==> config.mk <==
export PLATFORM = sky130hd
export DESIGN_NAME = sync_layer_header_parser
export DESIGN_NICKNAME = d
export VERILOG_FILES = /design/src/hw/rtl/slhp_pkg.sv /design/src/hw/rtl/sync_layer_header_parser.sv
export SDC_FILE = /design/constraint.sdc
export NUM_CORES = 1
export LEC_CHECK = 0
export BUFFER_PORTS_ARGS = -buffer_cell sky130_fd_sc_hd__buf_4
export CORE_MARGIN = 1
export CORE_UTILIZATION = 35
export DETAILED_ROUTE_END_ITERATION = 8
export PLACE_DENSITY = 0.52
export SLEW_MARGIN = 5
export SYNTH_ARGS = -nofsm -noshare
export SYNTH_HDL_FRONTEND = slang
export SYNTH_SLANG_ARGS = --single-unit
==> constraint.sdc <==
create_clock -name clk -period 2.9 [get_ports clk]
set_input_delay 0.145 -clock clk [delete_from_list [all_inputs] [get_ports clk]]
set_output_delay 0.145 -clock clk [all_outputs]
set_load 0.02 [all_outputs]
==> src/hw/rtl/slhp_pkg.sv <==
// slhp_pkg: shared constants for the sync layer packet header parser
// header field ids in stream order, flag and enable bit positions, register indexes and field widths
// no dependencies
`default_nettype none

package slhp_pkg;

	localparam int NUM_FIELDS = 19;
	localparam int FID_W      = 5;
	localparam int LEN_W      = 6;
	localparam int VAL_W      = 32;

	// header field ids, in the order they appear in the header
	localparam logic [FID_W-1:0] FID_AUS      = 5'd0;
	localparam logic [FID_W-1:0] FID_AUE      = 5'd1;
	localparam logic [FID_W-1:0] FID_OCR_FLAG = 5'd2;
	localparam logic [FID_W-1:0] FID_IDLE     = 5'd3;
	localparam logic [FID_W-1:0] FID_PAD      = 5'd4;
	localparam logic [FID_W-1:0] FID_PAD_BITS = 5'd5;
	localparam logic [FID_W-1:0] FID_PSN      = 5'd6;
	localparam logic [FID_W-1:0] FID_DP_FLAG  = 5'd7;
	localparam logic [FID_W-1:0] FID_DP       = 5'd8;
	localparam logic [FID_W-1:0] FID_OCR      = 5'd9;
	localparam logic [FID_W-1:0] FID_RAP      = 5'd10;
	localparam logic [FID_W-1:0] FID_AUSN     = 5'd11;
	localparam logic [FID_W-1:0] FID_DTS_FLAG = 5'd12;
	localparam logic [FID_W-1:0] FID_CTS_FLAG = 5'd13;
	localparam logic [FID_W-1:0] FID_IB_FLAG  = 5'd14;
	localparam logic [FID_W-1:0] FID_DTS      = 5'd15;
	localparam logic [FID_W-1:0] FID_CTS      = 5'd16;
	localparam logic [FID_W-1:0] FID_AUL      = 5'd17;
	localparam logic [FID_W-1:0] FID_IB       = 5'd18;
	localparam logic [FID_W-1:0] FID_END      = 5'd19;

	// bit positions in the flags result
	localparam int FLG_AUS  = 0;
	localparam int FLG_AUE  = 1;
	localparam int FLG_OCR  = 2;
	localparam int FLG_IDLE = 3;
	localparam int FLG_PAD  = 4;
	localparam int FLG_DP   = 5;
	localparam int FLG_RAP  = 6;
	localparam int FLG_DTS  = 7;
	localparam int FLG_CTS  = 8;
	localparam int FLG_IB   = 9;

	// bit positions in the flag_enables register
	localparam int EN_AUS  = 0;
	localparam int EN_AUE  = 1;
	localparam int EN_RAP  = 2;
	localparam int EN_PAD  = 3;
	localparam int EN_TS   = 4;
	localparam int EN_IDLE = 5;

	// configuration register indexes
	localparam logic [2:0] REG_FLAG_ENABLES     = 3'd0;
	localparam logic [2:0] REG_CLOCK_REF_LENGTH = 3'd1;
	localparam logic [2:0] REG_STAMP_LENGTH     = 3'd2;
	localparam logic [2:0] REG_AU_LENGTH_BITS   = 3'd3;
	localparam logic [2:0] REG_BITRATE_LENGTH   = 3'd4;
	localparam logic [2:0] REG_PRIORITY_LENGTH  = 3'd5;
	localparam logic [2:0] REG_AU_SEQ_LENGTH    = 3'd6;
	localparam logic [2:0] REG_PACKET_SEQ_LENGTH = 3'd7;

endpackage

`default_nettype wire

==> src/hw/rtl/sync_layer_header_parser.sv <==
// sync_layer_header_parser: bit-serial parser for sync layer packet headers
// depends on slhp_pkg
//
// channel   direction  handshake             payload
// in        to block   in_valid / in_ready   data_byte, packet_start
// out       from block out_valid / out_ready flags .. header_bytes (11 fields)
// cfg       to block   cfg_write             cfg_index, cfg_data
//
// a header byte is accepted in S_WAIT and the header bits it holds are then shifted in one
// at a time in S_BITS; a field search (S_SEEK) runs at each packet start and after each
// field that ends in the byte. at the header's end S_EMIT loads the result. bytes outside
// a header are only accepted.
// the result is registered; the parser keeps taking bytes while it waits and
// only holds in S_EMIT when a second result is ready before the first was taken.
// reset clears configuration, control state and all field values.
`default_nettype none

module sync_layer_header_parser (
	input  wire logic        clk,
	input  wire logic        arst_n,
	// configuration
	input  wire logic        cfg_write,
	input  wire logic [2:0]  cfg_index,
	input  wire logic [5:0]  cfg_data,
	// input bytes
	input  wire logic        in_valid,
	output logic             in_ready,
	input  wire logic [7:0]  data_byte,
	input  wire logic        packet_start,
	// result
	output logic             out_valid,
	input  wire logic        out_ready,
	output logic [9:0]       flags,
	output logic [2:0]       padding_bits,
	output logic [30:0]      packet_seq_num,
	output logic [14:0]      degradation_prio,
	output logic [31:0]      clock_reference,
	output logic [30:0]      au_seq_num,
	output logic [31:0]      decode_stamp,
	output logic [31:0]      compose_stamp,
	output logic [31:0]      unit_length,
	output logic [31:0]      instant_bitrate,
	output logic [5:0]       header_bytes
);

	typedef enum logic [1:0] {
		S_WAIT,
		S_SEEK,
		S_BITS,
		S_EMIT
	} state_t;

	localparam int NF = slhp_pkg::NUM_FIELDS;
	localparam int FW = slhp_pkg::FID_W;
	localparam int LW = slhp_pkg::LEN_W;

	state_t state_q;

	// configuration
	logic [5:0] en_q;
	logic [5:0] ocr_len_q;
	logic [5:0] stamp_len_q;
	logic [5:0] aul_len_q;
	logic [5:0] ib_len_q;
	logic [3:0] dp_len_q;
	logic [4:0] ausn_len_q;
	logic [4:0] psn_len_q;

	// parse control
	logic          hdr_active_q;
	logic          fresh_q;
	logic [FW-1:0] phase_q;
	logic [FW-1:0] seek_from_q;
	logic [LW-1:0] bits_left_q;
	logic [3:0]    bit_cnt_q;
	logic [7:0]    byte_q;
	logic [31:0]   shift_q;
	logic [5:0]    byte_count_q;

	// header field values
	logic [9:0]  flag_q;
	logic [2:0]  pad_q;
	logic [30:0] psn_q;
	logic [14:0] dp_q;
	logic [31:0] ocr_q;
	logic [30:0] ausn_q;
	logic [31:0] dts_q;
	logic [31:0] cts_q;
	logic [31:0] aul_q;
	logic [31:0] ib_q;

	// result register
	logic        out_valid_q;
	logic [9:0]  flags_q;
	logic [2:0]  padding_bits_q;
	logic [30:0] packet_seq_num_q;
	logic [14:0] degradation_prio_q;
	logic [31:0] clock_reference_q;
	logic [30:0] au_seq_num_q;
	logic [31:0] decode_stamp_q;
	logic [31:0] compose_stamp_q;
	logic [31:0] unit_length_q;
	logic [31:0] instant_bitrate_q;
	logic [5:0]  header_bytes_q;

	logic [LW-1:0] len_c [NF];
	logic [NF-1:0] present_c;
	logic [NF-1:0] stop_c;
	logic [NF-1:0] cand_c;
	logic          hit_c;
	logic [FW-1:0] idx_c;
	logic          done_c;
	logic          bit_c;
	logic [31:0]   new_val_c;
	logic          in_acc;
	logic          out_free;
	logic          res_load;

	assign in_ready  = (state_q == S_WAIT);
	assign in_acc    = in_valid && in_ready;
	assign out_free  = !out_valid_q || out_ready;
	assign res_load  = (state_q == S_EMIT) && out_free;
	assign bit_c     = byte_q[7];
	assign new_val_c = {shift_q[30:0], bit_c};

	// field lengths given the flags read so far; zero means skipped
	always_comb begin
		len_c[slhp_pkg::FID_AUS]      = {5'd0, en_q[slhp_pkg::EN_AUS]};
		len_c[slhp_pkg::FID_AUE]      = {5'd0, en_q[slhp_pkg::EN_AUE]};
		len_c[slhp_pkg::FID_OCR_FLAG] = {5'd0, (ocr_len_q != 6'd0)};
		len_c[slhp_pkg::FID_IDLE]     = {5'd0, en_q[slhp_pkg::EN_IDLE]};
		len_c[slhp_pkg::FID_PAD]      = {5'd0, en_q[slhp_pkg::EN_PAD]};
		len_c[slhp_pkg::FID_PAD_BITS] = flag_q[slhp_pkg::FLG_PAD] ? 6'd3 : 6'd0;
		len_c[slhp_pkg::FID_PSN]      = {1'b0, psn_len_q};
		len_c[slhp_pkg::FID_DP_FLAG]  = {5'd0, (dp_len_q != 4'd0)};
		len_c[slhp_pkg::FID_DP]       = flag_q[slhp_pkg::FLG_DP] ? {2'd0, dp_len_q} : 6'd0;
		len_c[slhp_pkg::FID_OCR]      = flag_q[slhp_pkg::FLG_OCR] ? ocr_len_q : 6'd0;
		len_c[slhp_pkg::FID_RAP]      = {5'd0, en_q[slhp_pkg::EN_RAP]};
		len_c[slhp_pkg::FID_AUSN]     = {1'b0, ausn_len_q};
		len_c[slhp_pkg::FID_DTS_FLAG] = {5'd0, en_q[slhp_pkg::EN_TS]};
		len_c[slhp_pkg::FID_CTS_FLAG] = {5'd0, en_q[slhp_pkg::EN_TS]};
		len_c[slhp_pkg::FID_IB_FLAG]  = {5'd0, (ib_len_q != 6'd0)};
		len_c[slhp_pkg::FID_DTS]      = flag_q[slhp_pkg::FLG_DTS] ? stamp_len_q : 6'd0;
		len_c[slhp_pkg::FID_CTS]      = flag_q[slhp_pkg::FLG_CTS] ? stamp_len_q : 6'd0;
		len_c[slhp_pkg::FID_AUL]      = aul_len_q;
		len_c[slhp_pkg::FID_IB]       = flag_q[slhp_pkg::FLG_IB] ? ib_len_q : 6'd0;
	end

	// first present field at or after seek_from_q; a stop mark ends the header
	always_comb begin
		stop_c = '0;
		stop_c[slhp_pkg::FID_PSN] = flag_q[slhp_pkg::FLG_IDLE] ||
			(flag_q[slhp_pkg::FLG_PAD] && (pad_q == 3'd0));
		stop_c[slhp_pkg::FID_RAP] = !flag_q[slhp_pkg::FLG_AUS];
		for (int i = 0; i < NF; i++) begin
			present_c[i] = (len_c[i] != '0);
			cand_c[i]    = (present_c[i] || stop_c[i]) && (FW'(i) >= seek_from_q);
		end
		hit_c = 1'b0;
		idx_c = '0;
		for (int i = NF - 1; i >= 0; i--) begin
			if (cand_c[i]) begin
				hit_c = 1'b1;
				idx_c = FW'(i);
			end
		end
		done_c = !hit_c || stop_c[idx_c];
	end

	always_ff @(posedge clk or negedge arst_n) begin
		if (!arst_n) begin
			state_q            <= S_WAIT;
			en_q               <= '0;
			ocr_len_q          <= '0;
			stamp_len_q        <= '0;
			aul_len_q          <= '0;
			ib_len_q           <= '0;
			dp_len_q           <= '0;
			ausn_len_q         <= '0;
			psn_len_q          <= '0;
			hdr_active_q       <= 1'b0;
			fresh_q            <= 1'b0;
			phase_q            <= '0;
			seek_from_q        <= '0;
			bits_left_q        <= '0;
			bit_cnt_q          <= '0;
			byte_q             <= '0;
			shift_q            <= '0;
			byte_count_q       <= '0;
			flag_q             <= '0;
			pad_q              <= '0;
			psn_q              <= '0;
			dp_q               <= '0;
			ocr_q              <= '0;
			ausn_q             <= '0;
			dts_q              <= '0;
			cts_q              <= '0;
			aul_q              <= '0;
			ib_q               <= '0;
			out_valid_q        <= 1'b0;
			flags_q            <= '0;
			padding_bits_q     <= '0;
			packet_seq_num_q   <= '0;
			degradation_prio_q <= '0;
			clock_reference_q  <= '0;
			au_seq_num_q       <= '0;
			decode_stamp_q     <= '0;
			compose_stamp_q    <= '0;
			unit_length_q      <= '0;
			instant_bitrate_q  <= '0;
			header_bytes_q     <= '0;
		end else begin
			if (cfg_write) begin
				case (cfg_index)
					slhp_pkg::REG_FLAG_ENABLES:      en_q        <= cfg_data;
					slhp_pkg::REG_CLOCK_REF_LENGTH:  ocr_len_q   <= cfg_data;
					slhp_pkg::REG_STAMP_LENGTH:      stamp_len_q <= cfg_data;
					slhp_pkg::REG_AU_LENGTH_BITS:    aul_len_q   <= cfg_data;
					slhp_pkg::REG_BITRATE_LENGTH:    ib_len_q    <= cfg_data;
					slhp_pkg::REG_PRIORITY_LENGTH:   dp_len_q    <= cfg_data[3:0];
					slhp_pkg::REG_AU_SEQ_LENGTH:     ausn_len_q  <= cfg_data[4:0];
					slhp_pkg::REG_PACKET_SEQ_LENGTH: psn_len_q   <= cfg_data[4:0];
					default: ;
				endcase
			end

			if (res_load) begin
				out_valid_q <= 1'b1;
			end else if (out_valid_q && out_ready) begin
				out_valid_q <= 1'b0;
			end

			case (state_q)
				S_WAIT: begin
					if (in_acc) begin
						byte_q    <= data_byte;
						bit_cnt_q <= 4'd8;
						if (packet_start) begin
							// new packet drops any unfinished header
							flag_q       <= '0;
							pad_q        <= '0;
							psn_q        <= '0;
							dp_q         <= '0;
							ocr_q        <= '0;
							ausn_q       <= '0;
							dts_q        <= '0;
							cts_q        <= '0;
							aul_q        <= '0;
							ib_q         <= '0;
							byte_count_q <= '0;
							seek_from_q  <= slhp_pkg::FID_AUS;
							fresh_q      <= 1'b1;
							hdr_active_q <= 1'b0;
							state_q      <= S_SEEK;
						end else if (hdr_active_q) begin
							byte_count_q <= byte_count_q + 6'd1;
							state_q      <= S_BITS;
						end
					end
				end
				S_SEEK: begin
					if (done_c) begin
						hdr_active_q <= 1'b0;
						fresh_q      <= 1'b0;
						state_q      <= S_EMIT;
					end else begin
						phase_q      <= idx_c;
						bits_left_q  <= len_c[idx_c];
						shift_q      <= '0;
						hdr_active_q <= 1'b1;
						if (fresh_q) begin
							// first byte of the packet is counted once a field needs it
							fresh_q      <= 1'b0;
							byte_count_q <= byte_count_q + 6'd1;
							state_q      <= S_BITS;
						end else if (bit_cnt_q == 4'd0) begin
							state_q <= S_WAIT;
						end else begin
							state_q <= S_BITS;
						end
					end
				end
				S_BITS: begin
					shift_q     <= new_val_c;
					byte_q      <= {byte_q[6:0], 1'b0};
					bit_cnt_q   <= bit_cnt_q - 4'd1;
					bits_left_q <= bits_left_q - 6'd1;
					if (bits_left_q == 6'd1) begin
						case (phase_q)
							slhp_pkg::FID_AUS:      flag_q[slhp_pkg::FLG_AUS]  <= bit_c;
							slhp_pkg::FID_AUE:      flag_q[slhp_pkg::FLG_AUE]  <= bit_c;
							slhp_pkg::FID_OCR_FLAG: flag_q[slhp_pkg::FLG_OCR]  <= bit_c;
							slhp_pkg::FID_IDLE:     flag_q[slhp_pkg::FLG_IDLE] <= bit_c;
							slhp_pkg::FID_PAD:      flag_q[slhp_pkg::FLG_PAD]  <= bit_c;
							slhp_pkg::FID_PAD_BITS: pad_q  <= new_val_c[2:0];
							slhp_pkg::FID_PSN:      psn_q  <= new_val_c[30:0];
							slhp_pkg::FID_DP_FLAG:  flag_q[slhp_pkg::FLG_DP]   <= bit_c;
							slhp_pkg::FID_DP:       dp_q   <= new_val_c[14:0];
							slhp_pkg::FID_OCR:      ocr_q  <= new_val_c;
							slhp_pkg::FID_RAP:      flag_q[slhp_pkg::FLG_RAP]  <= bit_c;
							slhp_pkg::FID_AUSN:     ausn_q <= new_val_c[30:0];
							slhp_pkg::FID_DTS_FLAG: flag_q[slhp_pkg::FLG_DTS]  <= bit_c;
							slhp_pkg::FID_CTS_FLAG: flag_q[slhp_pkg::FLG_CTS]  <= bit_c;
							slhp_pkg::FID_IB_FLAG:  flag_q[slhp_pkg::FLG_IB]   <= bit_c;
							slhp_pkg::FID_DTS:      dts_q  <= new_val_c;
							slhp_pkg::FID_CTS:      cts_q  <= new_val_c;
							slhp_pkg::FID_AUL:      aul_q  <= new_val_c;
							slhp_pkg::FID_IB:       ib_q   <= new_val_c;
							default: ;
						endcase
						seek_from_q <= phase_q + 5'd1;
						state_q     <= S_SEEK;
					end else if (bit_cnt_q == 4'd1) begin
						state_q <= S_WAIT;
					end
				end
				S_EMIT: begin
					if (out_free) begin
						flags_q            <= flag_q;
						padding_bits_q     <= pad_q;
						packet_seq_num_q   <= psn_q;
						degradation_prio_q <= dp_q;
						clock_reference_q  <= ocr_q;
						au_seq_num_q       <= ausn_q;
						decode_stamp_q     <= dts_q;
						compose_stamp_q    <= cts_q;
						unit_length_q      <= aul_q;
						instant_bitrate_q  <= ib_q;
						header_bytes_q     <= byte_count_q;
						state_q            <= S_WAIT;
					end
				end
				default: state_q <= S_WAIT;
			endcase
		end
	end

	assign out_valid        = out_valid_q;
	assign flags            = flags_q;
	assign padding_bits     = padding_bits_q;
	assign packet_seq_num   = packet_seq_num_q;
	assign degradation_prio = degradation_prio_q;
	assign clock_reference  = clock_reference_q;
	assign au_seq_num       = au_seq_num_q;
	assign decode_stamp     = decode_stamp_q;
	assign compose_stamp    = compose_stamp_q;
	assign unit_length      = unit_length_q;
	assign instant_bitrate  = instant_bitrate_q;
	assign header_bytes     = header_bytes_q;

	// shifting always has a field bit pending and a byte bit left
	a_bits_live: assert property (@(posedge clk) disable iff (!arst_n)
		(state_q == S_BITS) |-> (bits_left_q != 6'd0) && (bit_cnt_q != 4'd0))
		else $error("bit shift with no field or byte bits left");

	// search never starts past the end of the field list
	a_seek_range: assert property (@(posedge clk) disable iff (!arst_n)
		(state_q == S_SEEK) |-> (seek_from_q <= slhp_pkg::FID_END))
		else $error("field search starts past the last field");

	// a packet start always leads to a field search
	a_start_seek: assert property (@(posedge clk) disable iff (!arst_n)
		(in_acc && packet_start) |=> (state_q == S_SEEK))
		else $error("packet start did not start a field search");

	// loading a result closes the header
	a_emit_load: assert property (@(posedge clk) disable iff (!arst_n)
		(state_q == S_EMIT && out_free) |=> out_valid_q && !hdr_active_q)
		else $error("result load did not close the header");

endmodule

`default_nettype wire

# --- Yosys cells after proc, flatten, opt, wreduce, memory -nomap -nowiden ---
# Index checks and enable logic that the tools add are counted.
classes:
  n_addsub: 4
  order_cmp: 21
  n_eq_ne: 57
  muxes: 135
  bitwise_logic: 2
  n_reduce_logical: 87
ops:
  columns: ["cell", "n"]
  rows:
  - ["$mux 32", 12]
  - ["$pmux 32 s2", 5]
  - ["$mux 31", 7]
  - ["$pmux 31 s2", 3]
  - ["$mux 5", 22]
  - ["$reduce_and 5->1", 20]
  - ["$mux 6", 12]
  - ["$reduce_bool 6->1", 11]
  - ["$mux 15", 4]
  - ["$ne 2x1->1 const B", 21]
  - ["$eq 5x4->1 const B", 8]
  - ["$ge 4x5->1 const A", 8]
  - ["$mux 1", 37]
  - ["$bmux 6 s5", 1]
  - ["$mux 10", 3]
  - ["$pmux 15 s2", 1]
  - ["$pmux 6 s2", 2]
  - ["$reduce_and 2->1", 12]
  - ["$logic_and 1x1->1", 23]
  - ["$eq 5x3->1 const B", 4]
  - ["$ge 3x5->1 const A", 4]
  - ["$mux 2", 10]
  - ["$pmux 10 s2", 1]
  - ["$pmux 8 s2", 1]
  - ["43 further kinds", 74]
totals:
  register_bits: 620
  in_bits: 23
  out_inout_bits: 258

# --- Longest topological paths before layout ---
# Gate-level depths: netlist of the first run.
logic_depth:
  ltp_word: 28
  depth_mapped: 13
  mapped_depth_nobuf: 9

# --- Worst setup path before layout of the first run ---
# Ideal clock, no wire load.
synth_timing:
  path_type: "flip-flop to flip-flop"
  from: "reg ib_len_q[0]"
  to: "reg byte_count_q[0]"
  setup_time_ns: 0.118
  arrival_ns: 2.703
  path_slack_ns: 0.079
  stages_incl_launch_ff: 12
  n_path_buf: 2
  synth_period_minus_slack_ns: 2.821
  cell_sequence: "dfrtp_1 -> nor4_4 -> a221oi_1 -> or3_4 -> o2111ai_2 -> buf_6 -> o2111ai_1 -> a221o_2 -> a41oi_2 -> buf_6 -> a211oi_1 -> a21o_1"
synth_via:
  elab_chain_len: 27
synth_lines:
  columns: ["item", "line_no", "rtl"]
  rows:
  - ["start: declaration", "sync_layer_header_parser.sv:64", "logic [5:0] ib_len_q;"]
  - ["start signal: assignment", "sync_layer_header_parser.sv:219", "slhp_pkg::REG_BITRATE_LENGTH: ib_len_q <= cfg_data;"]
  - ["$mux 6", "sync_layer_header_parser.sv:146", "len_c[slhp_pkg::FID_IB] = flag_q[slhp_pkg::FLG_IB] ? ib_len_q : 6'd0;"]
  - ["$reduce_bool 6->1", "sync_layer_header_parser.sv:156", "present_c[i] = (len_c[i] != '0);"]
  - ["$logic_and 1x1->1", "sync_layer_header_parser.sv:157", "cand_c[i] = (present_c[i] || stop_c[i]) && (FW'(i) >= seek_from_q);"]
  - ["$mux 5 (19 in a row)", "sync_layer_header_parser.sv:162", "if (cand_c[i]) begin"]
  - ["$bmux 1 s5", "sync_layer_header_parser.sv:167", "done_c = !hit_c || stop_c[idx_c];"]
  - ["$mux 1 (implied by the code)", "sync_layer_header_parser.sv:167", null]
  - ["$logic_or 1x1->1 (*)", "sync_layer_header_parser.sv:167", null]
  - ["$ne 2x2->1 (no line) (*)", null, null]
  - ["$reduce_and 5->1 (no line) (*)", null, null]
  - ["end signal: assignment", "sync_layer_header_parser.sv:256", "byte_count_q <= byte_count_q + 6'd1;"]
  - ["end signal: assignment", "sync_layer_header_parser.sv:274", "byte_count_q <= byte_count_q + 6'd1;"]
  - ["end: declaration", "sync_layer_header_parser.sv:78", "logic [5:0] byte_count_q;"]
# Every way passes the cells marked *; elsewhere a longest branch is shown, timed or not. The select of a mux whose other input is x is not followed.
# A chain may end at the register's enable or synchronous reset.

# --- Worst setup path in the final report of the first run ---
layout_timing:
  from: "reg dp_len_q[0]"
  to: "reg bits_left_q[0]"
layout_via:
  elab_chain_len: 18
layout_lines:
  columns: ["item", "line_no", "rtl"]
  rows:
  - ["start: declaration", "sync_layer_header_parser.sv:65", "logic [3:0] dp_len_q;"]
  - ["start signal: assignment", "sync_layer_header_parser.sv:220", "slhp_pkg::REG_PRIORITY_LENGTH: dp_len_q <= cfg_data[3:0];"]
  - ["$mux 4", "sync_layer_header_parser.sv:136", "len_c[slhp_pkg::FID_DP] = flag_q[slhp_pkg::FLG_DP] ? {2'd0, dp_len_q} : 6'd0;"]
  - ["$reduce_bool 6->1", "sync_layer_header_parser.sv:156", null]
  - ["$logic_and 1x1->1", "sync_layer_header_parser.sv:157", null]
  - ["$mux 5 (9 in a row)", "sync_layer_header_parser.sv:162", null]
  - ["$not 5->6 (implied by the code)", "sync_layer_header_parser.sv:268", "bits_left_q <= len_c[idx_c];"]
  - ["$bmux 6 s5", "sync_layer_header_parser.sv:268", null]
  - ["$mux 6 (implied by the code) (2 in a row)", "sync_layer_header_parser.sv:268", null]
  - ["$mux 6", "sync_layer_header_parser.sv:262", "if (done_c) begin"]
  - ["$pmux 6 s2", "sync_layer_header_parser.sv:233", "case (state_q)"]
  - ["end signal: assignment", "sync_layer_header_parser.sv:268", null]
  - ["end signal: assignment", "sync_layer_header_parser.sv:287", "bits_left_q <= bits_left_q - 6'd1;"]
  - ["end: declaration", "sync_layer_header_parser.sv:74", "logic [LW-1:0] bits_left_q;"]
# Several ways; a longest one is shown, not always the timed one. The select of a mux whose other input is x is not followed.

==> results of run 1 <==
[layout make-up]
| class | count | area (um^2) |
|---|---|---|
| fillers | 6477 | 37900 |
| flip-flops and latches | 620 | 15500 |
| multi-input cells | 1293 | 8870 |
| repair buffers | 477 | 4000 |
| clock buffers | 104 | 2060 |
| well taps | 940 | 1180 |
| clock inverters | 18 | 263 |
| inverters | 32 | 120 |
[registers in the layout (all words and copies together) (netlist names), 15 cells and up]
signal and flops:
au_seq_num 31, aul_q 32, ausn_q 31, clock_reference 32
compose_stamp 32, cts_q 32, decode_stamp 32, degradation_prio 15
dp_q 15, dts_q 32, ib_q 32, instant_bitrate 32
ocr_q 32, packet_seq_num 31, psn_q 31, shift_q 31
unit_length 32
[Yosys cell counts (3+ instances only)]
master / number
dfrtp_1: 620
nand2_1: 389
mux2_2: 308
o21ai_0: 270
clkbuf_1: 97
a21oi_1: 37
inv_1: 32
nand3_1: 26
nor2_1: 19
mux2i_1: 18
nand2b_1: 16
buf_2: 15
nor2b_1: 14
nor3_1: 13
and2_1: 12
and3_1: 11
ha_1: 11
o21ai_1: 11
o31ai_1: 11
a31oi_1: 9
or3_1: 8
nor4_1: 7
o21a_1: 7
a211o_1: 6
nor3b_1: 5
a211oi_1: 4
a21o_1: 4
nand4_1: 4
a22o_1: 3
a22oi_1: 3
a32oi_1: 3
nand3b_1: 3
nand4b_1: 3
o211ai_1: 3
[routing by layer]
layer	track usage [%]	part of all wire, %	vias up
li1	-	-	8043
met1	28.5	47	8612
met2	30.8	46	370
met3	3.19	4.6	93
met4	6.21	2.2	0
met5	0	0	-
[worst min-delay path, stage by stage]
cell     delay, ps
buf_4          120
nor3_1         170
nand2_1        110
o21ai_0         70
[logic make-up after synthesis]
family                   synth area share, %
AO/OA/AOI/OAI                           9.67
XOR/XNOR                               0.106
adder cells (fa/ha/maj)                0.558
buffers and inverters                   2.37
flip-flops                              62.9
multiplexers                            14.8
AND/OR/NAND/NOR                         9.67
[power breakdown]
part | switching (mW) | internal, mW
clock | 3.57 | 5.31
sequential | 1.61 | 10.8
combinational | 6.06 | 4.74
[what timing repair did]
item / in CTS / in global routing
hold buffers: 18 / 0
endpoints found under the setup margin: 51 / 51
endpoints found under the hold margin: 118 / 0
gates resized for setup: 21 / 46
gates cloned: 1 / 2
setup buffers: 5 / 6
pin swaps: 5 / 23
[worst paths after layout]
path	endpoint	slack, ps
setup reg to reg	bits_left_q[0]$_DFFE_PN0P_	-190
min in group asynchronous	cts_q[3]$_DFFE_PN0P_	160
setup / recovery	bits_left_q[0]$_DFFE_PN0P_	-190
hold reg to reg	psn_q[2]$_DFFE_PN0P_	470
max in group asynchronous	instant_bitrate[22]$_DFFE_PN0P_	1800
hold / removal	en_q[5]$_DFFE_PN0P_	70
[metrics by stage]
step | instance area [um^2] | setup WS, ps | power (mW)
2_1_floorplan | 24700 | 78.8 | 17.7
3_3_place_gp | 29100 | -211 | 22.6
3_5_place_dp | 29100 | -414 | 22.8
4_1_cts | 31800 | -152 | 32.1
5_1_grt | 32000 | -300 | 34.0
6_report | 32000 | -188 | 32.1
==> results.md, run 1 <==
Clocking:
- Buffers inserted during clock tree synthesis total 70.
- The deepest level of the CTS H-tree is 3.
- The insertion delay of the later-clocked pin in the worst-skew pair is 610 ps.
- The CTS tree is yes.
- The clock tree root driver cell is clkbuf_16.
- The maximum clock path buffer count is 3.
- The clock transition at the register clock pins on the worst setup and hold paths after CTS is 50 ps.
- The clock drives 620 sinks.

GRT:
- The number of global-route vias before repair came to 17200.
- Global routing consumed, over all layers together, 19.9% of the routing resources.
- The largest net degree at the start of global routing is 87.
- The remaining global-route overflow is 0.
- The number of antenna violations at the first check in global routing is 0.
- The first global-routing pass estimated 108 mm of wire.

Setup path:
- The count of cells along the worst register-to-register path is 13.
- The start of the worst register-to-register path is dp_len_q[0]$_DFFE_PN0P_.
- The startpoint class of the critical path is a flop.
- The kind of cell with the highest combined delay on the critical path is compound AO/OA/AOI/OAI gates.
- In this run the number of cells on the critical path is 13.
- Data on the critical path is required at its endpoint by 3390 ps.
- The worst setup path is of the flop to flop kind.
- In this run the worst setup path begins at dp_len_q[0]$_DFFE_PN0P_.
- The critical-path maximum fanout is 4.
- Data arrives at the worst endpoint at 3580 ps.
- The worst setup path is captured at a flop.
- Among all stages on the critical path, the largest delay is contributed by or4_4.
- Walking the worst path, the cells encountered are or4_4 -> a22oi_2 -> buf_4 -> o211ai_4 -> o2111ai_4 -> o2111ai_2 -> a221o_2 -> buf_6 -> a21oi_4 -> buf_12 -> buf_6 -> mux2_4 -> a21oi_2.
- The critical path contains buffers and inverters numbering 4 combined.
- In this design, the stage delay of the slowest critical-path cell is 590 ps.
- The cell that appears most often on the critical path is buf_6.

Status:
- The final reports fail on setup timing.
- The flow ran to the end, but the final reports show violations.

Yosys:
- The cell area after synthesis is 0.0247 mm^2.
- Ranked by total cell area, the synthesized netlist is headed by dfrtp_1, mux2_2, nand2_1, o21ai_0, clkbuf_1.
- In the synthesized netlist the async set-or-reset flop fraction comes to 100%.
- The number of enable flip-flop cells after synthesis is 0.
- The area share of the largest cell type after synthesis is 62.9%.
- The average cell area after synthesis is 12.0 um^2.
- Counting flops and latches in the post-synthesis netlist gives 620.
- The number of library cell types mapped by synthesis is 75.
- The warning count from the yosys run is 0.
- The primary flip-flop cell chosen by synthesis mapping is dfrtp_1.
- The net count after synthesis is 2094.
- In the synthesized netlist, the number of instances is 2060.
- The biggest area contributor in the post-synthesis netlist is dfrtp_1.
- The sequential-to-total area share from yosys stat is 62.9%.

Drt:
- For this block, the routed nets add up to 70.1 mm of wire.
- The number of iterations in the first detailed-routing pass is 5.
- The number of design rule violations left after detail routing is 0.
- The average wire per cell in the routed design is 20.1 um.
- The routed layout has 17100 vias.
- The number of antenna-violating nets in the routed design is 0.
- Dividing the detail-routed via count by the number of cells gives 4.91.
- For this block, the initial DRC count from the detailed router was 1174.

STA:
- The setup TNS is -6210 ps.
- The number of failing setup endpoints in the final timing report is 44.
- The headroom to the max-slew limit is 25.8%.
- The worst hold slack after final layout is 67.4 ps.
- Across the routed clock network, the largest skew measured is 18.1 ps.
- Setup repair after global routing could not meet its margin everywhere.
- Of the available clock period, the critical path in the final layout requires 106%.
- The final number of hold-violating endpoints was 0.
- The shortest period the worst path allows is 3090 ps.
- The measured slew at the worst slew-check pin is 1100 ps.
- The worst-case setup margin in the final layout is -188 ps.
- The peak clock frequency supported by timing is 0.324 GHz.
- The final-report max-slew violation count is 0.

Die:
- The width of the die is 268 um.
- The count of pins on the block boundary is 281.
- The starting density of the core is 35.3%.
- The initialized floorplan defines 97 standard-cell rows.
- The floorplan step defined a die boundary enclosing 0.0716 mm^2.
- The die is 268 um tall.
- The area of the core is 0.0699 mm^2.

Placement:
- The final weighted congestion of routability-driven global placement is 0.884.
- The HPWL after detailed placement is 48.5 mm.
- Buffers placed on the I/O ports in this run total 280.
- Including well taps, the total number of placed cells is 3330.

Power and ir drop:
- For this design the ratio of total power to cell area is 1000 mW/mm^2.
- The maximum vdd drop is 0.473 mV.
- The standby leakage power is 15.6 nW.

Finish:
- Leaving out fill and tap cells, the most frequent cell in the layout is dfrtp_1.
- The library cells used most frequently in the layout, excluding fill and tap cells, are dfrtp_1, buf_4, nand2_1.
- The count of nets after finishing is 2528.
- Cells fill 45.8% of the core in the end.
- Leaving out filler cells and counting taps, the final layout contains 3484.
- The fraction of layout cells with a size suffix above 1 is 36.8%.
- The repair_antennas step left the layout with diodes totalling 0.
- Relative to the synthesized area, the layout overhead comes to 29.7%.

Worst hold path:
- The hold path startpoint is cfg_index[0].
- The worst min-delay path category is input port to flop.
- The worst hold path was traced through 4 stages.

Job:
- The number of max-cap violations is 0.
Power figures use the tool's default switching activity.
==> run 2: changes to the inputs <==
Settings changed: MAX_ROUTING_LAYER set to met4, TNS_END_PERCENT set to 50.
==> run 2 against run 1 <==
Against the previous run: worst hold slack got worse by 28 ps; combinational power about the same; final cell count increased by 0.23%; clock power decreased by 3.6%; power decreased by 1.4%; critical path depth unchanged; the run still ends with setup timing left; cell area decreased by 0.40%; fmax increased by 1.2%; core utilization decreased by 0.18 points; first-iteration DRC count unchanged; clock skew increased by 9.8 ps; worst setup slack improved by 37 ps.
==> results.md, run 2 (same netlist as run 1, synthesis figures left out) <==
STA:
- At the pin with the least slew margin, the transition time is 945 ps.
- The final number of hold-violating endpoints is 0.
- The worst-case setup margin in the final layout is -151 ps.
- The headroom to the max-slew limit is 36.8%.
- On the final layout, the worst clock skew is 27.9 ps.
- The final-report max-slew violation count is 0.
- Setup violations remaining at the end of the flow were counted as 43.
- For the final routed database, the setup TNS stands at -3770 ps.
- Timing would allow up to 0.328 GHz.
- The share of the clock period used by the worst path is 105%.
- Setup repair after global routing could not meet its margin everywhere.
- After layout, the minimum clock period comes to 3050 ps.

Clocking:
- The CTS tree is yes.
- CTS saw 620 sinks.
- The total clock buffers created by CTS is 70.
- The clock reaches the later pin of the worst-skew pair after 610 ps.
- Clock-pin slew was measured on the worst setup and hold paths at 60 ps.
- In this run the number of H-tree levels came out at 3.
- In this run the clock root is driven by a clkbuf_16.
- Counting along the longest clock path gives a buffer depth of 3.

Power and ir drop:
- The maximum vdd drop is 0.482 mV.
- The analysis attributes to cell leakage a power of 15.5 nW.
- For this design the ratio of total power to cell area is 991 mW/mm^2.
- Total power for the finished layout comes to 31.6 mW.

Die:
- The count of pins on the block boundary is 281.
- From left edge to right edge, the die measures 268 um.
- The floorplan step set the die height to 268 um.
- In this run the core area contains 97 standard-cell rows.
- The area of the core is 0.0699 mm^2.
- For this configuration, the core starts out at a cell density of 35.3%.
- The floorplan step defined a die boundary enclosing 0.0716 mm^2.

GRT:
- The number of global-route vias before repair is 17600.
- The number of antenna violations at the first check in global routing came to 2.
- Global routing finished with a remaining overflow of 0.
- Entering global routing, the biggest net connects 82 pins.
- Across every metal layer, demand over resource in global routing totals 20.9%.
- The global-route wire length before repair is 110 mm.

Finish:
- Cells fill 45.6% of the core in the end.
- The filler cells instantiated in the layout total 6564.
- For this run, the post-layout net count is 2536.
- The library cells used most frequently in the layout, excluding fill and tap cells, are dfrtp_1, buf_4, nand2_1.
- The area added between synthesis and finish is 29.2%.
- The fraction of layout cells with a size suffix above 1 is 36.4%.
- The most common cell after layout, fill and taps aside is dfrtp_1.

Placement:
- Detailed placement finished with a half-perimeter wire length of 50.1 mm.
- Routability-driven placement finished with a final weighted congestion of 0.865.
- The number of buffers added on ports is 280.

Setup path:
- The setup check on the worst reg-to-reg path leaves a slack of -150 ps.
- The category of the critical setup timing path is flop to flop.
- The critical-path maximum fanout is 10.
- In this run the critical register-to-register path is captured at bits_left_q[3]$_DFFE_PN0P_.
- The startpoint class of the critical path is a flop.
- The signal arrival time at the worst endpoint is 3570 ps.
- The endpoint required time on the critical path is 3420 ps.
- The worst setup path is captured at a flop.
- In this run the critical register-to-register path is launched from stamp_len_q[3]$_DFFE_PN0P_.
- The count of cells along the worst register-to-register path is 13.

Drt:
- The aggregate routed wire length is 71.1 mm.
- The detailed-route vias per instance is 4.95.
- The starting DRC count in detailed routing is 1174.
- The average wire per cell in the routed design is 20.4 um.
- Across all layers, the routed design uses 17300 vias.
- The number of design rule violations left after detail routing is 0.
- The number of antenna-violating nets in the routed design is 0.
- The first TritonRoute pass finished after 5 iterations.

Worst hold path:
- The hold-critical path endpoint is en_q[5]$_DFFE_PN0P_.
- The path class of the tightest hold or removal check is input port to flop.
- The worst hold path passes through 3 cells.
- In this run the most critical hold path is launched from cfg_index[0].

Status:
- The flow ran to the end, but the final reports show violations.
- The final reports fail on setup timing.

Job:
- The number of max-cap violations is 0.
## run 2: cell types whose count changed in the layout (fill, tap and decap cells not counted), moves of 4 or more
cell / change
buf_4: +12
buf_6: -4
nand2_1: +11
nand2_2: -7
nand2_4: -4
o21ai_0: +4
## run 2: metal layers
layer,routed length [um],vias up,track usage (%),part of all wire (%)
li1,-,8068,-,-
met1,32900,8689,28.5,46
met2,33100,421,32.0,47
met3,3670,93,3.43,5.2
met4,1460,0,6.07,2.1
met5,0,-,-,0
## run 2: worst max-delay path, cell delays in order (launching register included)
cell	delay [ps]
dfrtp_1	430
nor4_4	300
buf_4	160
a21oi_2	70
or3_4	420
o2111ai_4	250
o2111ai_2	140
a221o_2	450
buf_6	150
a21oi_4	180
buf_12	140
buf_12	120
nand2_1	60
o211ai_1	90
## run 2: worst max path at each step
stage          depth (start not counted)  slack, ps                     endpoint                        from
2_1_floorplan                         11         80  byte_count_q[0]$_DFFE_PN0P_     ib_len_q[0]$_DFFE_PN0P_
5_1_grt                               12       -300   bits_left_q[3]$_DFFE_PN0P_    psn_len_q[0]$_DFFE_PN0P_
3_5_place_dp                          10       -470   bits_left_q[3]$_DFFE_PN0P_  seek_from_q[1]$_DFFE_PN0P_
4_1_cts                               13       -160   bits_left_q[3]$_DFFE_PN0P_  stamp_len_q[3]$_DFFE_PN0P_
6_report                              13       -150   bits_left_q[3]$_DFFE_PN0P_  stamp_len_q[3]$_DFFE_PN0P_
3_3_place_gp                          11       -470   bits_left_q[3]$_DFFE_PN0P_  seek_from_q[3]$_DFFE_PN0P_
## run 2: area by class of cell
cell class	count	area (um^2)	area share, %
antenna	2	5.00	0.0157
clock buffer	101	2010	6.30
clock inverter	19	216	0.679
inverter	32	120	0.377
multi-input combinational	1293	8820	27.7
sequential	620	15500	48.7
tap	940	1180	3.69
timing repair buffer	485	4020	12.6
## run 2: timing repair
action,in CTS,in global routing
pin swaps,8,0
gates cloned,1,0
buffers inserted,4,1
endpoints found under the hold margin,126,0
hold buffers,19,0
resized for setup,29,10
endpoints found under the setup margin,50,49
## run 2: per-stage QoR
step	hold WS [ps]	cells	instance area [um^2]	worst slack [ps]
finish	39.2	3492	31900	-151
global route	58.1	3492	31900	-295
CTS	2.01	3490	31900	-157
detailed placement	257	3346	29200	-469
global placement	244	3346	29200	-472
floorplan	-151	2060	24700	78.8
## run 2: power by group
part           switching, mW  internal, mW  total [mW]
Combinational           6.08          4.60        10.7
Clock                   3.54          5.02        8.56
Sequential              1.59          10.8        12.4
Total                   11.2          20.4        31.6
==> run 3: changes to the inputs <==
Settings changed: REMOVE_ABC_BUFFERS set to 1.
==> run 3 against run 2 <==
Against the previous run: the flow still finishes with violations (setup timing); cell area up 0.42%; clock power up 0.8%; fmax down 0.43%; count of clock-buffer cells in the layout down 3; combinational power up 4%; clock skew up 3.8 ps; critical path depth down 1; core utilization up 0.19 points; wire length down 4.2%; non-clock buffer count down 7; sequential power about the same; highest routed layer unchanged.
==> results.md, run 3 (same netlist as run 1, synthesis figures left out) <==
Clocking:
- The maximum clock path buffer count is 3.
- The deepest level of the CTS H-tree is 3.
- TritonCTS built the clock tree.
- The number of clock buffers added by TritonCTS is 69.
- Clock-pin slew was measured on the worst setup and hold paths at 60 ps.
- For this design, the sink count on the clock tree is 620.
- The insertion delay of the later-clocked pin in the worst-skew pair is 600 ps.
- The tree is rooted in a clkbuf_16.

Drt:
- In the routed design, unresolved DRC markers number 0.
- The aggregate routed wire length is 68.1 mm.
- The starting DRC count in detailed routing is 919.
- The number of antenna-violating nets in the routed design is 0.
- The detailed-route vias per instance is 4.91.
- The total vias in the final route is 17100.
- The pre-antenna-repair detailed-routing pass consisted of 5 iterations.
- After detailed routing, the average wire length per cell comes to 19.6 um.

Finish:
- The count of antenna diodes in the layout is 0.
- The count of nets after finishing is 2528.
- Counting the fill cells in the layout gives 6517.
- The fraction of layout cells with a size suffix above 1 is 37.8%.
- The area added between synthesis and finish is 29.7%.
- The post-layout utilization of the core is 45.8%.
- The multi-input combinational cell area is 0.00901 mm^2.
- The post-route cell area is 0.0320 mm^2.
- In the layout the commonest cells are dfrtp_1, buf_4, nand2_1.
- The most common cell after layout, fill and taps aside is dfrtp_1.
- Registers take 0.0155 mm^2.

STA:
- Setup slack on the critical path of the routed design comes to -164 ps.
- The setup TNS is -5330 ps.
- The final number of hold-violating endpoints was 0.
- The peak clock frequency supported by timing is 0.326 GHz.
- The share of the clock period used by the worst path is 106%.
- The final-report max-slew violation count is 0.
- Measured against its own limit, the worst slew margin works out to 27.1%.
- Setup repair after global routing could not meet its margin everywhere.
- The final worst clock skew is 31.7 ps.
- Subtracting the final worst setup slack from the clock period gives 3060 ps.
- Setup violations remaining at the end of the flow were counted as 43.
- The measured slew at the worst slew-check pin is 1090 ps.

Setup path:
- The register-to-register setup slack is -160 ps.
- At the worst endpoint, the required time is 3410 ps.
- The critical path capture point is byte_count_q[4]$_DFFE_PN0P_.
- The worst setup path is launched from a flop.
- The signal arrival time at the worst endpoint is 3580 ps.
- The critical path capture point type is a flop.
- The category of the critical setup timing path is flop to flop.
- For the worst flop-to-flop path, the logic depth is 12.
- The start of the worst register-to-register path is psn_len_q[0]$_DFFE_PN0P_.
- Along the worst path, the maximum fanout reaches 5.
- Tracing the worst setup path back leads to its startpoint at psn_len_q[0]$_DFFE_PN0P_.
- The worst register-to-register path ends at byte_count_q[4]$_DFFE_PN0P_.

Die:
- The count of pins on the block boundary is 281.
- The width of the die is 268 um.
- The height of the die is 268 um.
- The starting density of the core is 35.3%.
- The area of the die is 0.0716 mm^2.
- The number of cell rows is 97.
- The floorplan step defined a core boundary enclosing 0.0699 mm^2.

Power and ir drop:
- The maximum vdd drop is 0.435 mV.
- In this run the power density over the cells is 998 mW/mm^2.
- The analysis attributes to cell leakage a power of 15.6 nW.

Placement:
- The placed instances occupy a cell area of 0.0291 mm^2.
- Once detailed placement completed, the half-perimeter wirelength came to 45.9 mm.
- The number of buffers added on ports is 280.
- Before CTS, the worst setup slack after placement is -426 ps.
- Routability-driven placement finished with a final weighted congestion of 0.887.

GRT:
- The number of global-route vias before repair is 17100.
- Entering global routing, the biggest net connects 114 pins.
- The number of antenna violations at the first check in global routing came to 0.
- The global-route wire length before repair is 103 mm.
- The overall track demand over capacity in global routing is 19.4%.
- For this run the aggregate overflow at the end of global routing stands at 0.

Status:
- The flow ran to the end, but the final reports show violations.
- The final reports fail on setup timing.

Job:
- Across the run, the number of max-cap violations was 0.

Worst hold path:
- The worst min-delay path category is input port to async pin.
## run 3: changes by cell type in the layout (fill, tap and decap cells not counted), moves of 3 or more
cell      before  now
nor2_2         3    0
o21ai_2        1    4
clkbuf_1      17   13
nand2_2        3   18
buf_4        436  431
a21oi_1       34   31
nand2_4        0   11
nand2_1      386  360
buf_12        25   20
o21ai_1        6    2
clkinv_2       8   12
## run 3: where the power goes
part           leakage, nW  switching [mW]  total [mW]  internal (mW)
registers             8.44            1.47        12.2           10.8
logic                 6.03            6.33        11.1           4.77
clock network         1.11            3.53        8.63           5.10
total                 15.6            11.3        32.0           20.7
## run 3: metrics by stage
step	hold WS [ps]	instances	total power, mW
floorplan	-151	1945	17.6
detailed placement	71.1	3333	22.7
finish	41.0	3483	32.0
global placement	71.7	3333	22.5
global route	58.7	3483	33.8
CTS	26.8	3475	31.7
## run 3: metal layers
layer / up-vias / global-route usage, % / part of all wire (%)
li1: 8040 / - / -
met1: 8654 / 26.2 / 46
met2: 299 / 30.5 / 48
met3: 92 / 2.55 / 3.4
met4: 0 / 5.96 / 2.3
met5: - / - / 0
## run 3: worst max-delay path: stages (launching register included)
cell and delay [ps]:
dfrtp_1 370, or4_4 540, buf_6 130, nor4_4 190, o211a_4 240, o2111ai_4 100, a211o_1 290, a221o_2 470
a41oi_2 220, buf_6 160, buf_6 100, o21ai_2 60, a21oi_1 120
## run 3: worst min-delay path by stage
stage / endpoint / slack [ps] / start / depth (start not counted)
2_1_floorplan: au_seq_num[0]$_DFFE_PN0P_ / -150 / arst_n / 0
3_3_place_gp: compose_stamp[31]$_DFFE_PN0P_ / 70 / arst_n / 1
3_5_place_dp: dts_q[31]$_DFFE_PN0P_ / 70 / arst_n / 1
4_1_cts: ib_q[31]$_DFFE_PN0P_ / 30 / arst_n / 2
5_1_grt: ib_q[31]$_DFFE_PN0P_ / 60 / arst_n / 2
6_report: ib_q[31]$_DFFE_PN0P_ / 40 / arst_n / 2
## run 3: cell type report
class,instances,share of cell area [%]
Clock buffer,98,6.27
Clock inverter,22,0.727
Inverter,32,0.375
Multi-Input combinational cell,1293,28.1
Sequential cell,620,48.5
Tap cell,940,3.67
Timing Repair Buffer,478,12.4
## run 3: timing repair
| item | CTS | global route |
|---|---|---|
| gates cloned | 1 | 3 |
| hold buffers | 18 | 0 |
| endpoints found under the setup margin | 51 | 51 |
| resized for setup | 37 | 55 |
| hold endpoints to repair | 544 | 0 |
| pin swaps | 7 | 22 |
| setup buffers | 3 | 5 |
